`src/smkj_cmp.sv`:
```
// ---------------------------------------------------------------------------
// smkj_cmp: shared row order compare unit
// tells whether row b sorts ahead of row a
// ---------------------------------------------------------------------------
module smkj_cmp #(
  parameter int unsigned KEY_BITS = 32,
  parameter int unsigned PW       = 64,
  parameter int unsigned AW       = 10
) (
  input  logic [KEY_BITS-1:0] key_a,
  input  logic                side_a,
  input  logic [PW-1:0]       pay_a,
  input  logic [AW-1:0]       idx_a,
  input  logic [KEY_BITS-1:0] key_b,
  input  logic                side_b,
  input  logic [PW-1:0]       pay_b,
  input  logic [AW-1:0]       idx_b,
  output logic                b_first
);

  always_comb begin
    if (key_a != key_b) begin
      b_first = $signed(key_b) < $signed(key_a);
    end else if (side_a != side_b) begin
      // left rows go first on equal keys
      b_first = side_b;
    end else if (pay_a != pay_b) begin
      b_first = pay_b < pay_a;
    end else begin
      b_first = idx_b < idx_a;
    end
  end

endmodule

```
`config.mk`:
```
export PLATFORM = sky130hd
export DESIGN_NAME = smkj_cmp
export DESIGN_NICKNAME = d
export VERILOG_FILES = /design/src/smkj_cmp.sv
export SDC_FILE = /design/constraint.sdc
export NUM_CORES = 1
export LEC_CHECK = 0
export BUFFER_PORTS_ARGS = -buffer_cell sky130_fd_sc_hd__buf_4
export CORE_MARGIN = 2
export CORE_UTILIZATION = 34
export DETAILED_ROUTE_END_ITERATION = 7
export PLACE_DENSITY = 0.71
export SETUP_SLACK_MARGIN = 0.02
export SLEW_MARGIN = 20
export SYNTH_ARGS = -nofsm -noshare
export SYNTH_HDL_FRONTEND = slang
export SYNTH_SLANG_ARGS = --single-unit
```
`constraint.sdc`:
```
create_clock -name vclk -period 4.1
set_clock_uncertainty 0.1 [all_clocks]
set_input_delay 0.82 -clock vclk [all_inputs]
set_output_delay 0.82 -clock vclk [all_outputs]
set_load 0.005 [all_outputs]
```
# Yosys cells after proc, flatten, opt, wreduce, memory -nomap -nowiden
# Cells that the tools add are included.
dict set report classes {
  addsub 0
  mul 0
  div 0
  magnitude_cmp 3
  n_eq_ne 3
  shifts 0
  muxes 3
  bitwise 0
  n_reduce_logical 0
}
# cell count
set ops {}
lappend ops {{$lt A64 B64 Y1} 1}
lappend ops {{$ne A64 B64 Y1} 1}
lappend ops {{$lt A32 B32 Y1} 1}
lappend ops {{$ne A32 B32 Y1} 1}
lappend ops {{$lt A10 B10 Y1} 1}
lappend ops {{$mux W1} 3}
lappend ops {{$ne A1 B1 Y1} 1}
dict set report totals {
  reg_bits 0
  latchBits 0
  ramBits 0
  romBits 0
  input_bits 214
  out_inout_bits 1
  word_cells 9
  mem_count 0
}

# Logic depth before layout (Yosys ltp)
dict set report logic_depth {
  depth_word 4
  mapped_depth 10
  ltp_nobuf 10
}

# Least setup slack after synthesis
# No wires, ideal clock.
dict set report synth_path {
  kind {in2out}
  start {input pay_a[13]}
  end {output b_first}
  t_arrival_ps 2761
  required_time_ps 3180
  slack_ps 419
  path_stages 10
  n_path_buf 0
  path_cell_list {inv_1 > ha_1 > a211oi_2 > nor2_1 > a2111oi_0 > or3b_1 > a22oi_1 > a21oi_1 > maj3_1 > mux2i_1}
}
dict set report synth_between {
  elab_chain_len 4
  elab_cells_between_ends 5
  classes_between {order compare: 1; eq/ne: 1; mux: 3}
}
# item line
set synth_lines {}
lappend synth_lines {{from (decl)} 12} ;# input logic [PW-1:0] pay_a,
lappend synth_lines {{$lt A64 B64 Y1 / $ne A64 B64 Y1 (equally long branches)} {28, 27}}
lappend synth_lines {{$mux W1 *} 27} ;# end else if (pay_a != pay_b) begin
lappend synth_lines {{$mux W1 *} 24} ;# end else if (side_a != side_b) begin
lappend synth_lines {{$mux W1 *} 22} ;# if (key_a != key_b) begin
lappend synth_lines {{to (decl)} 18} ;# output logic b_first
# Every way passes the cells marked *; elsewhere a longest branch is shown, timed or not.

# Worst setup path after layout
dict set report layout_path {
  start {input key_a[25]}
  end {output b_first}
}
dict set report layout_between {
  elab_chain_len 2
  elab_cells_between_ends 3
  classes_between {order compare: 1; eq/ne: 1; mux: 1}
}
# item line
set layout_lines {}
lappend layout_lines {{from (decl)} 10} ;# input logic [KEY_BITS-1:0] key_a,
lappend layout_lines {{$lt A32 B32 Y1 / $ne A32 B32 Y1 (equally long branches)} {23, 22}}
lappend layout_lines {{$mux W1 *} 22}
# Marks and branches as above.

==> metrics.yaml <==
finish:
  layout_commonest_cell: "buf_4"
  finalInstanceArea_sq_um: 4728
  final_util_pct: 61.51
  seqCellArea_sq_um: 0
  diodes: 0
  final_cell_mix: "buf_4 (215), inv_1 (97), ha_1 (89), a21oi_1 (31), nand2_1 (22)"
  seq_cells: 0
  drive_gt1_share_pct: 43.48
  clock_buffers: 0
  syn_to_final_growth_pct: 76.92
  nets: 919
critical_path:
  worstPathMaxFanout: 2
  slowest_stage: "or4_4"
  crit_top_cell: "buf_4"
  cp-end-kind: "output port"
  cp_data_required_time_ns: 3.18
  cp_top_family: "simple AND/OR/NAND/NOR gates"
  slowest_delay_ns: 0.55
  start_kind: "primary input"
  crit_chain: "buf_4, inv_1, ha_1, nand4_1, or3_4, or4_4, o21ai_1, nor3_1, mux2_1, mux2i_1, buf_4"
  critical_path_class: "primary input to output port"
  worstPathArrival_ns: 3.06
  path_buf_inv: 3
sta:
  min_period_over_period_pct: 96.96
  timing.fmax_ghz: 0.2516
  setup_viol: 0
  drv_slew: 0
  hold_violations: 0
  postLayoutSetupSlackWorst_ns: 0.1247
  hold_slack_ns: 1.990
  period_needed_ns: 3.975
  slew-limit-headroom_pct: 68.53
  tightest_slew_ns: 0.4602
routing:
  vias: 3434
  drtPass1Iterations: 6
  drc: 0
  first_iter_violations: 38
  via_per_inst: 4.906
  postRouteAntennaNets: 0
  drt-total-wl_um: 8775
  avgRoutedWirePerCell_um: 12.54
yosys:
  synth_top_area_share_pct: 49.16
  synth_area_leaders: "ha_1 (49%), inv_1 (15%), a21oi_1 (6.4%)"
  synth.net_count: 699
  netlist_area_sq_um: 2673
  seq_area_frac_synth_pct: 0
  ys.warnings.count: 0
  syn_avg_cell_area_sq_um: 7.033
  syn_inst: 380
  synth.largest_area_cell: "ha_1"
  ys_types: 33
worst_hold_path:
  whs_endpoint: "b_first"
  min_path_type: "primary input to output port"
  hp-start: "side_a"
  whs_path_depth: 4
grt:
  grt_first_pass_wirelength_um: 13340
  grt_pass1_vias: 3319
  grt_usage_pct: 18.30
  antenna_found_initial: 0
  grt_max_degree: 5
  gr-total-overflow: 0
die:
  fp.dieW_um: 92.66
  io_pins: 215
  core_area_sq_um: 7687
  rows: 32
  dieHeight_um: 92.66
  initial_utilization_pct: 34.77
  die_area_sq_um: 8586
power_and_ir_drop:
  cellLeakagePower_nw: 2.730
  power_density_nw_per_um2: 89.97
  vdd_drop_max_mv: 0.04587
  power_w: 0.0004254
clock_network:
  cts_hold_buffers: 0
placement:
  dp_hpwl_um: 7944
  place_ws_ns: -0.04571
  place.gp.congestion: 0.8685
  io_buffers: 215
  place_area_sq_um: 4429
job:
  maxCapViolCount: 0
status:
  status: "finished, final reports clean"
tightest hold or removal path, cell delays in order:
cell and delay [ns]:
buf_4 0.08, maj3_2 0.17, mux2i_1 0.06, buf_4 0.13
synthesized netlist by cell type (2+ instances only):
library cell	n
a2111oi_0	2
a211oi_1	6
a21o_1	4
a21oi_1	34
a221oi_1	3
a22oi_1	2
a31oi_1	3
and3_1	2
ha_1	105
inv_1	108
nand2_1	22
nand2b_1	2
nand3_1	8
nand4_1	18
nor2_1	9
nor2b_1	2
nor3_1	8
nor4_1	4
o211ai_1	5
o21ai_0	18
o21bai_1	2
or3_1	2
layout make-up:
| cell class | count | area (sq um) |
|---|---|---|
| Timing Repair Buffer | 218 | 1648 |
| Fill cell | 693 | 2959 |
| Multi-Input combinational cell | 272 | 2545 |
| Inverter | 108 | 407.9 |
| Tap cell | 102 | 127.6 |
repair_timing:
action,CTS,global route
gates resized for setup,4,44
setup buffers,0,1
pin swaps,2,23
endpoints found under the setup margin,1,1
power breakdown:
group	internal [W]	leakage, nW	switching, W
Sequential	0	0	0
Combinational	0.000253	2.73	0.000173
Clock	0	0	0
metal layers:
layer  vias up  GRT usage [%]  part of all wire (%)
met3        18          3.255                   7.9
met1      1505          20.20                    37
met4         0          2.941                   2.6
li1       1770              -                     -
met5         -              0                     0
met2       141          36.56                    52
through the flow:
stage                      TNS, ns  cells
final                            0    700
after global routing      -0.01569    700
after CTS                        0    699
after detailed placement  -0.04571    699
after global placement           0    699
after floorplan                  0    380
kinds of logic (layout without fill, tap and decap cells):
| kind of cell | Yosys count | after routing | synth area share (%) |
|---|---|---|---|
| buf+inv | 108 | 326 | 15.17 |
| fa+ha+maj | 106 | 106 | 49.53 |
| compound gates | 83 | 83 | 18.77 |
| simple gates | 81 | 81 | 15.73 |
| mux | 2 | 2 | 0.7959 |
worst max path at each step:
| stage | start | endpoint | slack [ns] | cells after the start |
|---|---|---|---|---|
| final | key_a[25] | b_first | 0.12 | 11 |
| after global routing | pay_a[15] | b_first | -0.02 | 12 |
| after CTS | pay_a[13] | b_first | 0.02 | 12 |
| after detailed placement | pay_a[62] | b_first | -0.05 | 12 |
| after global placement | pay_a[5] | b_first | 0.02 | 12 |
| after floorplan | pay_a[13] | b_first | 0.42 | 10 |
Note: power is estimated with default switching activity, not from simulation.
