`src/smkj_ram.sv`:
```
// ---------------------------------------------------------------------------
// smkj_ram: generic simple dual port ram
// one write port, one read port with registered read data
// ---------------------------------------------------------------------------
module smkj_ram #(
  parameter int unsigned WIDTH = 8,
  parameter int unsigned DEPTH = 16
) (
  input  logic                     clk,
  input  logic                     we,
  input  logic [$clog2(DEPTH)-1:0] waddr,
  input  logic [WIDTH-1:0]         wdata,
  input  logic [$clog2(DEPTH)-1:0] raddr,
  output logic [WIDTH-1:0]         rdata
);

  logic [WIDTH-1:0] mem [DEPTH];

  always_ff @(posedge clk) begin
    if (we) begin
      mem[waddr] <= wdata;
    end
    rdata <= mem[raddr];
  end

endmodule

```
`config.mk`:
```
export PLATFORM = sky130hd
export DESIGN_NAME = smkj_ram
export DESIGN_NICKNAME = d
export VERILOG_FILES = /design/src/smkj_ram.sv
export SDC_FILE = /design/constraint.sdc
export NUM_CORES = 1
export LEC_CHECK = 0
export BUFFER_PORTS_ARGS = -buffer_cell sky130_fd_sc_hd__buf_2
export CORE_MARGIN = 5
export CORE_UTILIZATION = 50
export CTS_BUF_LIST = sky130_fd_sc_hd__clkbuf_8
export CTS_CLUSTER_DIAMETER = 60
export DETAILED_ROUTE_END_ITERATION = 10
export GPL_TIMING_DRIVEN = 0
export PLACE_DENSITY_LB_ADDON = 0.3
export SYNTH_ARGS = -nofsm -noshare
export SYNTH_HDL_FRONTEND = slang
export SYNTH_SLANG_ARGS = --single-unit
```
`constraint.sdc`:
```
create_clock -name clk -period 3.1 [get_ports clk]
set_input_delay 0 -clock clk [delete_from_list [all_inputs] [get_ports clk]]
set_output_delay 0 -clock clk [all_outputs]
set_load 0.01 [all_outputs]
```
# Word-level counts from Yosys, hierarchy flattened
# Memory sizes are Yosys's and may differ from the RTL's. A register that Yosys moved wholly into a read port is not among the register bits.
# Cells that the tools add are included.
# totals
in_bits	18
n_memories	1
register_bits	0
out_inout_bits	8
elab_cells	3
mem_bits_rw	128
# classes
muxes	2
# mem_list
memory	depth	width	read_ports	rd_clocked_by_memory_dff	write_ports	line_no	rtl
mem	16	8	1	1	1	17	logic [WIDTH-1:0] mem [DEPTH];
# ops
operator	count
$mux 1	2

# Depth between registers and ports, before layout
# Gate-level depths: netlist (run 1).
# depth
word_depth	2
depth_mapped	5
mapped_depth_nobuf	3

# Worst setup path before layout (run 1)
# No wires, ideal clock.
# synth_timing
path_type	in2reg
from	input waddr[2]
to	memory mem[0][0], enable pin
arrival_ps	1110
n_path_buf	0
path_stages	2
slack_ps	1607
setup_ps	383
t_required_ps	2717
cell_sequence	or3b_2 nor3_1
# synth_rtl
item	line_no	rtl
start: declaration	11	input logic [$clog2(DEPTH)-1:0] waddr,
end: declaration	17	
# No word-level cell before the write port.

# Final worst setup path (run 1)
# layout_timing
from	input waddr[2]
to	memory mem[0][4], enable pin
# No word-level cell before the write port.

==> results of run 1 <==
## metal layers
| layer | vias up | wire [µm] | global-route usage |
|---|---|---|---|
| met1 | 1216 | 4050 | 0.231 |
| met5 | - | 0 | 0 |
| met2 | 92 | 4350 | 0.240 |
| met4 | 0 | 161 | 0.0827 |
| met3 | 15 | 685 | 0.0386 |
| li1 | 1071 | - | - |
## placed cells by master, fill, tap and decap left out, drive strengths merged, types with 4 or more instances in the layout
master	instances
dlygate4sd3	8
nor3	4
edfxtp	128
dfxtp	8
a22oi	16
nand2	9
nor2	13
mux4	32
clkbuf	20
clkinv	7
buf	31
## repair_timing
action                    CTS  global route
setup buffers               0             0
hold buffers                8             0
hold endpoints to repair  128             0
## per-stage QoR
stage | area (µm²) | setup slack, ns | hold slack [ns]
final | 5900 | 1.49 | 0.120
after global routing | 5900 | 1.38 | 0.129
after CTS | 5900 | 1.52 | 0.0957
after detailed placement | 5440 | 1.04 | 0.396
after global placement | 5440 | 1.03 | 0.392
after floorplan | 5150 | 1.61 | 0.0989
## final cells by class
cell class | count | area share
Timing Repair Buffer | 32 | 0.0339
Buffer | 10 | 0.0146
Tap cell | 136 | 0.0288
Clock buffer | 20 | 0.0466
Sequential cell | 136 | 0.678
Clock inverter | 12 | 0.0184
Multi-Input combinational cell | 83 | 0.179
## worst paths after layout
| kind | cells after the start | end | slack (ns) | start |
|---|---|---|---|---|
| worst max-delay path | 3 | mem[0][4] | 1.49 | waddr[2] |
| worst min-delay path | 4 | rdata[0] | 0.12 | raddr[1] |
| worst max register to register | 3 | rdata[0] | 1.66 | mem[5][0] |
| worst min register to register | 3 | rdata[7] | 0.69 | mem[11][7] |
## registers in the layout, indices dropped and copies added, names as in the netlist
name,cells
mem,128
rdata,8
## cells by family after synthesis
logic type / after synthesis / synth area share
flops: 136 / 0.778
buf+inv: 10 / 0.0168
mux: 32 / 0.150
compound gates: 16 / 0.0233
simple gates: 35 / 0.0318
## critical path: stages
cell and delay [ns]:
buf_2 0.11, or3b_2 0.53, nor3_1 1.01
## power breakdown
| group | total (mW) | leakage [nW] | internal (mW) | switching (mW) |
|---|---|---|---|---|
| Combinational | 0.203 | 0.548 | 0.0881 | 0.115 |
| Clock | 1.37 | 0.208 | 0.760 | 0.608 |
| Sequential | 2.06 | 1.22 | 2.05 | 0.00870 |
| Total | 3.63 | 1.98 | 2.90 | 0.732 |
==> impl_metrics.yaml, run 1 <==
synthesis:
  synth_top_area_cell: "edfxtp_1"
  avgSynthCellArea_um2: 22.5
  synth_common_cells: "edfxtp_1 (128), mux4_2 (18), a22oi_1 (16)"
  synth_area_um2: 5150
  synth_seq_area_share: 0.778
  synthTopCellsByArea: "edfxtp_1 (75%), mux4_2 (7.9%), mux4_1 (7.1%)"
  synth_seq_cells: 136
  ys_types: 19
  async_flop_share: 0
  synth_nets: 247
  synth-edff-count: 128
  synth_top_flop_cell: "edfxtp_1"
  yosysMostFrequentCell: "edfxtp_1"
  yosys_warnings: 0
  synthCells: 229
  synth_top_area_share: 0.747
clocking:
  cts_buffers: 17
  cts_buffer_depth: 2
  path_clk_slew_ns: 0.07
  post_cts_resized: 0
  cts_tree: "done"
  cts-root-buf: "clkbuf_8"
  htreeDepth: 4
  worstSkewPairLatency_ns: 0.43
  cts.sinks: 136
routing:
  via_per_inst: 5.58
  vias: 2394
  dr.pass1.iters: 4
  drtIter0Drc: 133
  antenna_left: 0
  wl_per_cell_um: 21.5
  routed_wl_um: 9240
  drc_errors: 0
critical_path:
  end_kind: "register"
  worstSetupPathType: "in2reg"
  required_ns: 3.14
  worstPathArrival_ns: 1.65
  critPathMaxFanout: 8
  start_kind: "input port"
placement:
  hpwlAfterDp_um: 5940
  gp_congestion: 0.724
  place_inst: 389
  port_buffers: 24
global_route:
  grt_pass1_wl_um: 14300
  gr-usage-all-layers: 0.163
  grt_pass1_vias: 2380
  grt_max_degree: 17
  grt-ovfl-total: 0
  antenna_found_initial: 0
die:
  num_io_pins: 26
  core_um2: 10200
  dieArea_um2: 12400
  initial_core_util: 0.505
  die_w_um: 111
  dieHeight_um: 111
  rows: 37
pwr:
  peakVddDrop_v: 0.000248
  p_per_area_nw_per_um2: 616
  p_leak_nw: 1.98
  total_power_mw: 3.63
outcome:
  status: "complete, no violations"
worst_hold_path:
  min_path_type: "in2reg"
timing:
  max_freq_mhz: 620
  tightestPinTransition_ns: 1.30
  slew_headroom: 0.126
  drv_slew: 0
  rsz0062_at_grt: "no"
  finalSetupViolCount: 0
  period_needed_ns: 1.61
  fin_skew_ns: 0.00744
  tns_ns: 0
  hold_viol: 0
  finalCritPeriodShare: 0.520
finish:
  multi_input_area_um2: 1060
  fin_nets: 298
  postLayoutCoreUtil: 0.579
  drive_gt1_frac: 0.280
  layout.area.seq_um2: 4000
  stdcell_count: 429
  diodes: 0
  num-fill-cells: 747
  areaGrowthSynthToFinish_pct: 14.7
job:
  cap_violations: 0
Note: power is estimated with default switching activity, not from simulation.
==> run 2: changes to the inputs <==
- clock period: 3.1 -> 1.3 ns (I/O delays scaled with it)
==> run 2 against run 1 <==
Total power rose by 140%. Cell count fell by 0.47%. Sequential power rose by 140%. The flow now finishes with violations (negative setup slack). Clock skew fell by 0.00067 ns. Critical endpoint is now rdata[6]. Count of clock-buffer cells in the layout fell by 3. Critical path depth did not move. Largest cell class unchanged. Hold slack got worse by 0.042 ns. Clock power rose by 150%. Die area did not move. First-iteration DRC count rose by 32%. Global-route usage rose by 0.54 points.
==> impl_metrics.yaml, run 2 (same netlist as run 1, synthesis figures left out) <==
worst_hold_path:
  min_path_type: "in2reg"
  whs_path_depth: 4
  hp-start: "raddr[1]"
  hold_path_end: "rdata[7]"
critical_path:
  critPathMaxFanout: 1
  reg2regPathDepth: 3
  worstSetupPathType: "reg2reg"
  required_ns: 1.60
  start_kind: "register"
  regToRegStartpoint: "mem[15][6]"
  ff2ff_setup_slack_ns: -0.02
  end_kind: "register"
  rr_endpoint: "rdata[6]"
  worstPathArrival_ns: 1.61
timing:
  hold_viol: 0
  max_freq_mhz: 760
  rsz0062_at_grt: "yes"
  slew_headroom: 0.198
  finalSetupViolCount: 1
  tightestPinTransition_ns: 1.19
  fin_skew_ns: 0.00677
  finalCritPeriodShare: 1.01
  layout_setup_ws_ns: -0.0161
  period_needed_ns: 1.32
  drv_slew: 0
pwr:
  p_leak_nw: 1.95
  p_per_area_nw_per_um2: 1490
  peakVddDrop_v: 0.000723
routing:
  routed_wl_um: 9510
  drc_errors: 0
  vias: 2382
  wl_per_cell_um: 22.3
  antenna_left: 0
  dr.pass1.iters: 4
  drtIter0Drc: 176
  via_per_inst: 5.58
finish:
  postLayoutCoreUtil: 0.583
  mostFrequentLayoutCells: "edfxtp_1 (128), buf_2 (27), mux4_2 (23), clkbuf_8 (17), nor2_1 (13)"
  num-fill-cells: 767
  fin_nets: 298
  largest_reg_flops: 128
  diodes: 0
  drive_gt1_frac: 0.330
  reg.largest.list: "mem x128, rdata x8"
  final_common_cell: "edfxtp_1"
  areaGrowthSynthToFinish_pct: 15.3
  top_register: "mem"
clocking:
  cts_tree: "done"
  cts_buffer_depth: 2
  post_cts_buffers: 0
  path_clk_slew_ns: 0.07
  htreeDepth: 4
  cts.sinks: 136
  worstSkewPairLatency_ns: 0.42
  cts-root-buf: "clkbuf_8"
  cts_buffers: 17
placement:
  preCtsSetupSlack_ns: -0.578
  hpwlAfterDp_um: 5920
  port_buffers: 24
  gp_congestion: 0.752
die:
  num_io_pins: 26
  dieArea_um2: 12400
  rows: 37
  dieHeight_um: 111
  initial_core_util: 0.505
  die_w_um: 111
  core_um2: 10200
global_route:
  antenna_found_initial: 0
  grt_max_degree: 17
  grt_pass1_wl_um: 14900
  gr-usage-all-layers: 0.169
  grt-ovfl-total: 0
  grt_pass1_vias: 2469
outcome:
  status: "finished with violations"
  violations: "negative setup slack"
job:
  cap_violations: 0
[run 2: worst max path at each step]
stage	startpoint	end	slack [ns]	cells after the start
after floorplan	waddr[2]	mem[3][0]	0.03	2
after global placement	waddr[2]	mem[8][3]	-0.49	3
after detailed placement	waddr[2]	mem[8][3]	-0.58	3
after CTS	mem[14][7]	rdata[7]	-0.03	3
after global routing	mem[14][7]	rdata[7]	-0.08	3
final	mem[15][6]	rdata[6]	-0.02	3
[run 2: cell type report]
class,instances,area [µm²],share of cell area
Sequential cell,136,4000,0.675
Multi-Input combinational cell,83,1080,0.183
Clock buffer,17,234,0.0394
Timing Repair Buffer,32,200,0.0337
Tap cell,136,170,0.0287
Clock inverter,13,158,0.0266
Buffer,10,86.3,0.0145
[run 2: power breakdown]
part / internal (mW) / switching, mW / leakage, nW
Clock: 1.86 / 1.53 / 0.191
Sequential: 4.90 / 0.0212 / 1.22
Combinational: 0.218 / 0.288 / 0.533
Total: 6.98 / 1.84 / 1.95
[run 2: worst max-delay path, stage by stage, from the launching register on]
cell and delay [ns]:
edfxtp_1 0.36, mux4_2 0.50, a22oi_1 0.23, nand2_1 0.10
[run 2: repair_timing]
| action | CTS | global route |
|---|---|---|
| pin swaps | 6 | 1 |
| endpoints found under the setup margin | 16 | 15 |
| hold buffers | 8 | 0 |
| resized for setup | 11 | 2 |
| hold endpoints to repair | 128 | 0 |
[run 2: metrics by stage]
stage | total power, mW | TNS (ns) | area (µm²) | instances | hold WS (ns)
6_report | 8.82 | -0.0161 | 5940 | 427 | 0.0778
5_1_grt | 9.14 | -0.396 | 5940 | 427 | 0.0863
4_1_cts | 8.87 | -0.0696 | 5930 | 427 | 0.0544
3_5_place_dp | 5.49 | -29.78 | 5440 | 389 | 0.395
3_3_place_gp | 5.47 | -26.06 | 5440 | 389 | 0.397
2_1_floorplan | 5.28 | 0 | 5150 | 229 | 0.0989
[run 2: layer usage]
metal  global-route usage  up-vias  wire (µm)
met2                0.257       96       4800
li1                     -     1073          -
met1                0.236     1203       3850
met5                    0        -          0
met4               0.0697        0        173
met3               0.0418       10        682
